File: config.mk
export PLATFORM = sky130hd
export DESIGN_NAME = tim_pixel_decoder_to_rgba_core
export DESIGN_NICKNAME = d
export VERILOG_FILES = /design/src/sv/tpd_pkg.sv /design/src/sv/tpd_ram.sv /design/src/sv/tim_pixel_decoder_to_rgba_core.sv
export SDC_FILE = /design/constraint.sdc
export NUM_CORES = 2
export LEC_CHECK = 0
export BUFFER_PORTS_ARGS = -buffer_cell sky130_fd_sc_hd__buf_2
export CAP_MARGIN = 40
export CORE_UTILIZATION = 55
export DETAILED_ROUTE_END_ITERATION = 8
export PLACE_DENSITY = 0.71
export SETUP_SLACK_MARGIN = 0.02
export SLEW_MARGIN = 15
export SYNTH_ARGS = -nofsm -noshare
export SYNTH_HDL_FRONTEND = slang
export SYNTH_SLANG_ARGS = --single-unit
File: constraint.sdc
create_clock -name clk -period 6 [get_ports clk]
set_input_delay 0.3 -clock clk [delete_from_list [all_inputs] [get_ports clk]]
set_output_delay 0.3 -clock clk [all_outputs]
set_load 0.03 [all_outputs]
File: src/sv/tpd_pkg.sv
// ----------------------------------------------------------------------------
// tpd_pkg
// Types, codes and colour helpers for the TIM pixel decoder.
// ----------------------------------------------------------------------------
package tpd_pkg;

  localparam int MAX_HEIGHT = 512;
  localparam logic [4:0] C5_MASK = 5'h1F;
  localparam logic [7:0] ALPHA_OPAQUE = 8'd255;

  typedef enum logic {
    CMD_PALETTE = 1'b0,
    CMD_DATA    = 1'b1
  } cmd_t;

  typedef enum logic [1:0] {
    MODE_4BPP  = 2'd0,
    MODE_8BPP  = 2'd1,
    MODE_16BPP = 2'd2,
    MODE_24BPP = 2'd3
  } pix_mode_t;

  localparam logic [1:0] CFG_PIXEL_MODE   = 2'd0;
  localparam logic [1:0] CFG_IMAGE_WIDTH  = 2'd1;
  localparam logic [1:0] CFG_IMAGE_HEIGHT = 2'd2;

  typedef struct packed {
    cmd_t        command;
    logic [7:0]  palette_index;
    logic [15:0] palette_word;
    logic [7:0]  data_byte;
  } in_item_t;

  typedef struct packed {
    logic [7:0] red;
    logic [7:0] green;
    logic [7:0] blue;
    logic [7:0] alpha;
    logic       last_of_run;
    logic       end_of_image;
  } out_item_t;

  function automatic logic [7:0] widen5(input logic [4:0] v);
    logic [4:0] m;
    m = v & C5_MASK;
    return {m, m[4:2]};
  endfunction

  // BGR555 word to pixel, flags clear
  function automatic out_item_t bgr555_pixel(input logic [15:0] c);
    out_item_t p;
    p.red          = widen5(c[4:0]);
    p.green        = widen5(c[9:5]);
    p.blue         = widen5(c[14:10]);
    p.alpha        = c[15] ? ALPHA_OPAQUE : 8'd0;
    p.last_of_run  = 1'b0;
    p.end_of_image = 1'b0;
    return p;
  endfunction

endpackage

File: src/sv/tpd_ram.sv
// ----------------------------------------------------------------------------
// tpd_ram
// Generic RAM: one write port, two read ports with registered read data.
// ----------------------------------------------------------------------------
module tpd_ram #(
  parameter int WIDTH = 16,
  parameter int DEPTH = 256
) (
  input  logic                     clk,
  input  logic                     we,
  input  logic [$clog2(DEPTH)-1:0] waddr,
  input  logic [WIDTH-1:0]         wdata,
  input  logic                     re,
  input  logic [$clog2(DEPTH)-1:0] raddr_a,
  input  logic [$clog2(DEPTH)-1:0] raddr_b,
  output logic [WIDTH-1:0]         rdata_a,
  output logic [WIDTH-1:0]         rdata_b
);

  logic [WIDTH-1:0] mem [DEPTH];

  always_ff @(posedge clk) begin
    if (we) begin
      mem[waddr] <= wdata;
    end
    if (re) begin
      rdata_a <= mem[raddr_a];
      rdata_b <= mem[raddr_b];
    end
  end

endmodule

File: src/sv/tim_pixel_decoder_to_rgba_core.sv
// ----------------------------------------------------------------------------
// tim_pixel_decoder_to_rgba_core
// Decodes a TIM pixel byte stream (4/8/16/24 bpp) into RGBA pixels, with a
// palette held in a RAM.
//
//   channel  ports                                  moves
//   in       in_valid in_ready in_data              palette write or data byte
//   out      out_valid out_ready out_data           one RGBA pixel
//   cfg      cfg_valid cfg_ready cfg_index cfg_data register write
//
// One item per cycle in 8, 16 and 24 bpp while the output does not stall;
// a 4bpp byte giving two pixels holds the decode stage until both are out,
// as the output port moves one pixel a cycle. An accepted item goes into
// the decode stage as the palette RAM is read, then into the output register
// that drives out_valid. Reset is synchronous; palette valid bits clear at
// once, so there is no clearing pass. A stalled output holds the decode
// stage and then the input; cfg is always ready.
// ----------------------------------------------------------------------------
module tim_pixel_decoder_to_rgba_core #(
  parameter int MAX_WIDTH     = 1024,
  parameter int PALETTE_DEPTH = 256
) (
  input  logic               clk,
  input  logic               rst_n,
  input  logic               in_valid,
  output logic               in_ready,
  input  tpd_pkg::in_item_t  in_data,
  output logic               out_valid,
  input  logic               out_ready,
  output tpd_pkg::out_item_t out_data,
  input  logic               cfg_valid,
  output logic               cfg_ready,
  input  logic [1:0]         cfg_index,
  input  logic [10:0]        cfg_data
);

  localparam int WW = $clog2(MAX_WIDTH + 1);
  localparam int BW = $clog2(3 * MAX_WIDTH + 2);
  localparam int RW = BW + 1;
  localparam int CW = (WW > 11) ? WW : 11;
  localparam int AW = $clog2(PALETTE_DEPTH);

  // configuration
  tpd_pkg::pix_mode_t cfg_mode_r;
  logic [10:0]        cfg_width_r;
  logic [9:0]         cfg_height_r;

  assign cfg_ready = 1'b1;

  always_ff @(posedge clk) begin
    if (!rst_n) begin
      cfg_mode_r   <= tpd_pkg::MODE_16BPP;
      cfg_width_r  <= 11'd1;
      cfg_height_r <= 10'd1;
    end else if (cfg_valid) begin
      case (cfg_index)
        tpd_pkg::CFG_PIXEL_MODE:   cfg_mode_r   <= tpd_pkg::pix_mode_t'(cfg_data[1:0]);
        tpd_pkg::CFG_IMAGE_WIDTH:  cfg_width_r  <= cfg_data;
        tpd_pkg::CFG_IMAGE_HEIGHT: cfg_height_r <= cfg_data[9:0];
        default: ;
      endcase
    end
  end

  // effective geometry
  logic [CW-1:0] wreg;
  logic [WW-1:0] w;
  logic [9:0]    h;
  logic [RW-1:0] wl;
  logic [RW-1:0] row_len;

  assign wreg = CW'(cfg_width_r);

  always_comb begin
    if (wreg == '0) begin
      w = WW'(1);
    end else if (wreg > CW'(MAX_WIDTH)) begin
      w = WW'(MAX_WIDTH);
    end else begin
      w = wreg[WW-1:0];
    end
    if (cfg_height_r == 10'd0) begin
      h = 10'd1;
    end else if (cfg_height_r > 10'(tpd_pkg::MAX_HEIGHT)) begin
      h = 10'(tpd_pkg::MAX_HEIGHT);
    end else begin
      h = cfg_height_r;
    end
  end

  assign wl = RW'(w);

  always_comb begin
    case (cfg_mode_r)
      tpd_pkg::MODE_4BPP:  row_len = ((wl + RW'(3)) >> 2) << 1;
      tpd_pkg::MODE_8BPP:  row_len = (wl + RW'(1)) & ~RW'(1);
      tpd_pkg::MODE_16BPP: row_len = wl << 1;
      default:             row_len = (wl * RW'(3) + RW'(1)) & ~RW'(1);
    endcase
  end

  // stream state
  logic [BW-1:0] byte_r, byte_nxt;
  logic [1:0]    phase_r, phase_nxt;
  logic [WW-1:0] pix_r, pix_nxt;
  logic [8:0]    row_r, row_nxt;
  logic [15:0]   held_r, held_nxt;
  logic [PALETTE_DEPTH-1:0] pvalid_r;

  // decode stage
  logic                s1_valid_r;
  logic                s1_two_r;
  logic                s1_sel_r;
  logic                s1_ram_r;
  logic                s1_eoi0_r, s1_eoi1_r;
  logic                s1_zero0_r, s1_zero1_r;
  tpd_pkg::out_item_t  s1_direct_r;

  // output register
  logic                out_valid_r;
  tpd_pkg::out_item_t  out_data_r;

  logic out_free, s1_done, in_acc, is_data, pal_we;
  assign out_free = !out_valid_r || out_ready;
  assign s1_done  = s1_valid_r && out_free && (s1_sel_r || !s1_two_r);
  assign in_ready = !s1_valid_r || s1_done;
  assign in_acc   = in_valid && in_ready;
  assign is_data  = (in_data.command == tpd_pkg::CMD_DATA);

  logic [8:0] pal_idx_ext;
  assign pal_idx_ext = {1'b0, in_data.palette_index};
  assign pal_we      = in_acc && !is_data && (pal_idx_ext < 9'(PALETTE_DEPTH));

  // pixel decisions for the current byte
  logic [7:0]    d;
  logic [WW:0]   p1, p2, wx;
  logic          row_last, below_w, emit0, emit1, eoi0, eoi1;
  logic [1:0]    npix;
  logic [RW-1:0] byte_inc;
  logic          wrap;
  logic [9:0]    row_inc;
  logic [AW-1:0] raddr_a, raddr_b;
  logic          d_in_range, zero0, zero1;
  tpd_pkg::out_item_t direct_pix;

  assign d        = in_data.data_byte;
  assign wx       = {1'b0, w};
  assign p1       = {1'b0, pix_r} + (WW+1)'(1);
  assign p2       = {1'b0, pix_r} + (WW+1)'(2);
  assign row_last = ({1'b0, row_r} + 10'd1) == h;
  assign below_w  = pix_r < w;
  assign eoi0     = (p1 == wx) && row_last;
  assign eoi1     = (p2 == wx) && row_last;

  always_comb begin
    emit1 = 1'b0;
    case (cfg_mode_r)
      tpd_pkg::MODE_4BPP: begin
        emit0 = below_w;
        emit1 = below_w && (p1 < wx);
      end
      tpd_pkg::MODE_8BPP:  emit0 = below_w;
      tpd_pkg::MODE_16BPP: emit0 = byte_r[0] && below_w;
      default:             emit0 = (phase_r == 2'd2) && below_w;
    endcase
    npix = {1'b0, emit0} + {1'b0, emit1};
  end

  assign raddr_a    = (cfg_mode_r == tpd_pkg::MODE_4BPP) ? AW'(d[3:0]) : AW'(d);
  assign raddr_b    = AW'(d[7:4]);
  assign d_in_range = {1'b0, d} < 9'(PALETTE_DEPTH);
  assign zero0      = (cfg_mode_r == tpd_pkg::MODE_4BPP) ? !pvalid_r[raddr_a] :
                      (d_in_range ? !pvalid_r[raddr_a] : 1'b1);
  assign zero1      = !pvalid_r[raddr_b];

  always_comb begin
    if (cfg_mode_r == tpd_pkg::MODE_16BPP) begin
      direct_pix = tpd_pkg::bgr555_pixel({d, held_r[7:0]});
    end else begin
      direct_pix.red          = held_r[7:0];
      direct_pix.green        = held_r[15:8];
      direct_pix.blue         = d;
      direct_pix.alpha        = tpd_pkg::ALPHA_OPAQUE;
      direct_pix.last_of_run  = 1'b0;
      direct_pix.end_of_image = 1'b0;
    end
  end

  assign byte_inc = RW'(byte_r) + RW'(1);
  assign wrap     = byte_inc >= row_len;
  assign row_inc  = {1'b0, row_r} + 10'd1;

  always_comb begin
    byte_nxt  = byte_r;
    phase_nxt = phase_r;
    pix_nxt   = pix_r;
    row_nxt   = row_r;
    held_nxt  = held_r;
    if (in_acc && is_data) begin
      case (cfg_mode_r)
        tpd_pkg::MODE_16BPP: begin
          if (!byte_r[0]) begin
            held_nxt = {8'd0, d};
          end
        end
        tpd_pkg::MODE_24BPP: begin
          if (phase_r == 2'd0) begin
            held_nxt = {8'd0, d};
          end else if (phase_r == 2'd1) begin
            held_nxt = {d, held_r[7:0]};
          end
        end
        default: ;
      endcase
      if (wrap) begin
        byte_nxt  = '0;
        phase_nxt = 2'd0;
        pix_nxt   = '0;
        row_nxt   = (row_inc >= h) ? 9'd0 : row_inc[8:0];
      end else begin
        byte_nxt  = byte_inc[BW-1:0];
        phase_nxt = (phase_r == 2'd2) ? 2'd0 : phase_r + 2'd1;
        pix_nxt   = pix_r + WW'(npix);
      end
    end
  end

  always_ff @(posedge clk) begin
    if (!rst_n) begin
      byte_r   <= '0;
      phase_r  <= 2'd0;
      pix_r    <= '0;
      row_r    <= 9'd0;
      held_r   <= 16'd0;
      pvalid_r <= '0;
    end else begin
      byte_r  <= byte_nxt;
      phase_r <= phase_nxt;
      pix_r   <= pix_nxt;
      row_r   <= row_nxt;
      held_r  <= held_nxt;
      if (pal_we) begin
        pvalid_r[in_data.palette_index[AW-1:0]] <= 1'b1;
      end
    end
  end

  // palette
  logic [15:0] rd_a, rd_b;

  tpd_ram #(
    .WIDTH (16),
    .DEPTH (PALETTE_DEPTH)
  ) u_palette (
    .clk     (clk),
    .we      (pal_we),
    .waddr   (in_data.palette_index[AW-1:0]),
    .wdata   (in_data.palette_word),
    .re      (in_acc && is_data),
    .raddr_a (raddr_a),
    .raddr_b (raddr_b),
    .rdata_a (rd_a),
    .rdata_b (rd_b)
  );

  // decode stage
  logic s1_load;
  assign s1_load = in_acc && is_data && (npix != 2'd0);

  always_ff @(posedge clk) begin
    if (!rst_n) begin
      s1_valid_r <= 1'b0;
      s1_sel_r   <= 1'b0;
    end else if (s1_load) begin
      s1_valid_r <= 1'b1;
      s1_sel_r   <= 1'b0;
    end else if (s1_done) begin
      s1_valid_r <= 1'b0;
      s1_sel_r   <= 1'b0;
    end else if (s1_valid_r && out_free) begin
      s1_sel_r   <= 1'b1;
    end
  end

  always_ff @(posedge clk) begin
    if (s1_load) begin
      s1_two_r    <= emit1;
      s1_ram_r    <= (cfg_mode_r == tpd_pkg::MODE_4BPP) ||
                     (cfg_mode_r == tpd_pkg::MODE_8BPP);
      s1_eoi0_r   <= eoi0;
      s1_eoi1_r   <= eoi1;
      s1_zero0_r  <= zero0;
      s1_zero1_r  <= zero1;
      s1_direct_r <= direct_pix;
    end
  end

  logic [15:0]        s1_word;
  tpd_pkg::out_item_t s1_pix;

  always_comb begin
    if (s1_sel_r) begin
      s1_word = s1_zero1_r ? 16'd0 : rd_b;
    end else begin
      s1_word = s1_zero0_r ? 16'd0 : rd_a;
    end
    s1_pix              = s1_ram_r ? tpd_pkg::bgr555_pixel(s1_word) : s1_direct_r;
    s1_pix.last_of_run  = s1_sel_r || !s1_two_r;
    s1_pix.end_of_image = s1_sel_r ? s1_eoi1_r : s1_eoi0_r;
  end

  // output register
  always_ff @(posedge clk) begin
    if (!rst_n) begin
      out_valid_r <= 1'b0;
    end else if (s1_valid_r && out_free) begin
      out_valid_r <= 1'b1;
    end else if (out_ready) begin
      out_valid_r <= 1'b0;
    end
  end

  always_ff @(posedge clk) begin
    if (s1_valid_r && out_free) begin
      out_data_r <= s1_pix;
    end
  end

  assign out_valid = out_valid_r;
  assign out_data  = out_data_r;

  // checks
  a_two_only_indexed: assert property (@(posedge clk) disable iff (!rst_n)
    s1_valid_r && s1_two_r |-> s1_ram_r)
    else $error("two-pixel item from a direct mode");

  a_sel_needs_two: assert property (@(posedge clk) disable iff (!rst_n)
    s1_valid_r && s1_sel_r |-> s1_two_r)
    else $error("second pixel selected on a single-pixel item");

  a_hold_when_blocked: assert property (@(posedge clk) disable iff (!rst_n)
    s1_valid_r && !out_free |-> !in_ready)
    else $error("input taken while decode stage is blocked");

  a_load_fills_stage: assert property (@(posedge clk) disable iff (!rst_n)
    s1_load |=> s1_valid_r && !s1_sel_r)
    else $error("decoded item lost");

endmodule

==> qor.yml <==
status: "finished clean"
io_buffers: 86
core-area_um2: 321000
cp.arrival_ps: 6300
cp-startpoint: "cfg_width_r[1]$_SDFFE_PN0P_"
grt_first_pass_wirelength_um: 674000
syn_to_final_growth_pct: 13.5
crit_path_max_incr_delay_ps: 720
root_buffer: "clkbuf_16"
fmax_ghz: 0.184
drv_slew: 0
initial_utilization_pct: 55.3
ant_nets: 0
cts.repair.resized: 0
layout_commonest_cell: "edfxtp_1"
period_minus_slack_ps: 5440
synth_ff_type: "edfxtp_1"
async_reset_ff_share_pct: 0
fin_crit_sh_pct: 90.7
final_hold_viol_count: 0
relSlewSlack_pct: 16.5
cts_buffers: 439
postLayoutCoreUtil_pct: 62.8
setup.worst_path.end: "pix_r[8]$_SDFFE_PN0P_"
critPathTopFamily: "compound AO/OA/AOI/OAI gates"
critPathSlowestCell: "a2111oi_0"
ios: 88
syn-cell-area_um2: 178000
dr.pass1.iters: 8
cts_tree: "built"
reg2reg_to: "pix_r[8]$_SDFFE_PN0P_"
p_total_mw: 65.6
synth_seq_cells: 4518
syn_nets: 8589
reg2reg_from: "cfg_width_r[1]$_SDFFE_PN0P_"
peakVddDrop_uv: 254
synth.distinct_cells: 76
grt-ovfl-total: 0
final_cell_mix: "edfxtp_1, mux4_2, buf_4"
clk_pin_slew_ps: 60
setup_viol: 0
clock_skew_ps: 50.4
fin_tns_setup_ps: 0
grt_max_degree: 185
r2r_cells: 18
r2r_slack_ps: 560
path_cells: "or4_4, o41ai_4, ha_1, nor2b_1, o21a_1, o21ai_0, nand2b_1, a221oi_1, o21bai_1, a21o_1, a2111oi_0, ha_1, inv_1, fa_1, nor4_1, nand3_1, xor2_1, nor2_1"
path_class: "flip-flop to flip-flop"
synth_edf_count: 4186
synth_warnings: 0
dpl.hpwl_um: 287000
wirelength_um: 477000
die_h_um: 570
power_density_nw_per_um2: 325
cp_max_fo: 12
htreeDepth: 5
die-area_um2: 325000
syn-instance-count: 8476
postPlaceCellArea_um2: 187000
ys_seq_area_share_pct: 74.5
grt_pass1_vias: 92300
worst-path-buf-inv: 1
grt_usage_pct: 29.3
hp-class: "input pin to flip-flop"
whs_ps: 36.9
wl_per_cell_um: 34.6
worst_slew_pin_slew_ps: 1250
path_depth: 18
antenna_found_initial: 35
drc: 0
drt_iter0_markers: 12900
vias: 92500
crit_path_frequent_cell: "ha_1"
end_kind: "flip-flop"
clockBufferDepth: 4
fin_nets: 9214
cellLeakagePower_nw: 64.5
avgSynthCellArea_um2: 21.0
drive_above_1_share_pct: 29.0
fin_area_um2: 202000
avgViaCountPerCell: 6.70
globalplace.congestion: 0.878
required_ps: 6850
cts.sinks: 4518
maxCapViolations: 0
rows: 208
rsz0062_at_grt: "no"
critPathLaunchType: "flip-flop"
die_w_um: 570
clock_latency_ps: 980
-- metrics by stage --
step                      std cells  setup WS (ps)
after floorplan                8476           1060
after global placement        12800            396
after detailed placement      12900            536
after CTS                     13800            521
after global routing          13800           80.6
final                         13800            556
-- metal layers --
layer  wire length, um  global-route usage (%)
met1            176000                    40.3
met2            225000                    45.6
met3             54900                    6.96
met4             21500                    11.9
met5               147                       0
-- cell type report --
class / instances / area, um^2
clock inverters: 243 / 2460
diodes: 15 / 37.5
inverters: 33 / 133
flip-flops and latches: 4518 / 132000
fillers: 21400 / 119000
well taps: 4305 / 5390
multi-input cells: 3425 / 43100
repair buffers: 684 / 6370
clock buffers: 577 / 11900
-- how the worst min path moves through the flow --
stage	start	to	slack, ps	cells past startpoint
after floorplan	in_data[8]	u_palette.mem[0][0]$_DFFE_PP_	400	0
after global placement	pvalid_r[114]$_SDFFE_PN0P_	pvalid_r[114]$_SDFFE_PN0P_	440	1
after detailed placement	pvalid_r[162]$_SDFFE_PN0P_	pvalid_r[162]$_SDFFE_PN0P_	450	1
after CTS	in_data[9]	u_palette.mem[166][1]$_DFFE_PP_	4	1
after global routing	in_data[9]	u_palette.mem[167][1]$_DFFE_PP_	60	1
final	in_data[9]	u_palette.mem[166][1]$_DFFE_PP_	40	1
-- sequential cells by signal, summed over array words and instances (netlist names), 2 cells and up --
signal	count
phase_r	2
pix_r	11
s1_direct_r	25
u_palette.rdata_b	16
row_r	9
pvalid_r	256
u_palette.rdata_a	16
out_data	27
cfg_height_r	10
cfg_mode_r	2
u_palette.mem	4096
cfg_width_r	11
byte_r	12
held_r	16
-- power breakdown --
| part | internal (mW) | switching, mW |
|---|---|---|
| logic | 1.28 | 2.27 |
| clock network | 15.8 | 11.8 |
| registers | 34.5 | 0.0487 |
| total | 51.5 | 14.1 |
-- cells by family (layout without fill, tap and decap cells) --
family,Yosys count,in the layout,synth area share [%]
flip-flops,4518,4518,74.5
multiplexers,1468,1468,17.4
AND/OR/NAND/NOR,1040,1040,2.64
AO/OA/AOI/OAI,786,786,3.17
buffers and inverters,533,1537,1.56
XOR/XNOR,68,68,0.335
adder cells (fa/ha/maj),62,62,0.445
other,1,16,0.00211
-- synth_stat cells, types with 42 or more instances --
cell type | n | area, um^2
a21oi_1 | 76 | 380
a22oi_1 | 67 | 503
buf_2 | 121 | 606
buf_4 | 56 | 420
buf_6 | 53 | 597
clkbuf_1 | 233 | 875
dfxtp_1 | 332 | 6650
edfxtp_1 | 4186 | 126000
ha_1 | 60 | 751
mux2i_1 | 171 | 1710
mux4_2 | 1294 | 29100
nand2_1 | 316 | 1190
nand3_1 | 97 | 485
nor2_1 | 373 | 1400
nor2b_1 | 58 | 363
nor3_1 | 42 | 210
o21a_1 | 286 | 2150
o21ai_0 | 71 | 355
o22ai_1 | 63 | 394
xnor2_1 | 46 | 403
-- repair_timing --
item | in CTS | in global routing
hold buffers | 35 | 2
setup buffers | 0 | 0
hold endpoints to repair | 647 | 52
-- worst reg2reg max path, delay by kind of cell, from the launching register on --
| family | cells | cell delay [ps] |
|---|---|---|
| DFF | 1 | 320 |
| adders and majority gates | 3 | 990 |
| AOI/OAI and AO/OA | 7 | 2310 |
| buffers and inverters | 1 | 60 |
| xor gates and xnor gates | 1 | 180 |
| and+or+nand+nor | 6 | 1480 |
Note: power is estimated with default switching activity, not from simulation.
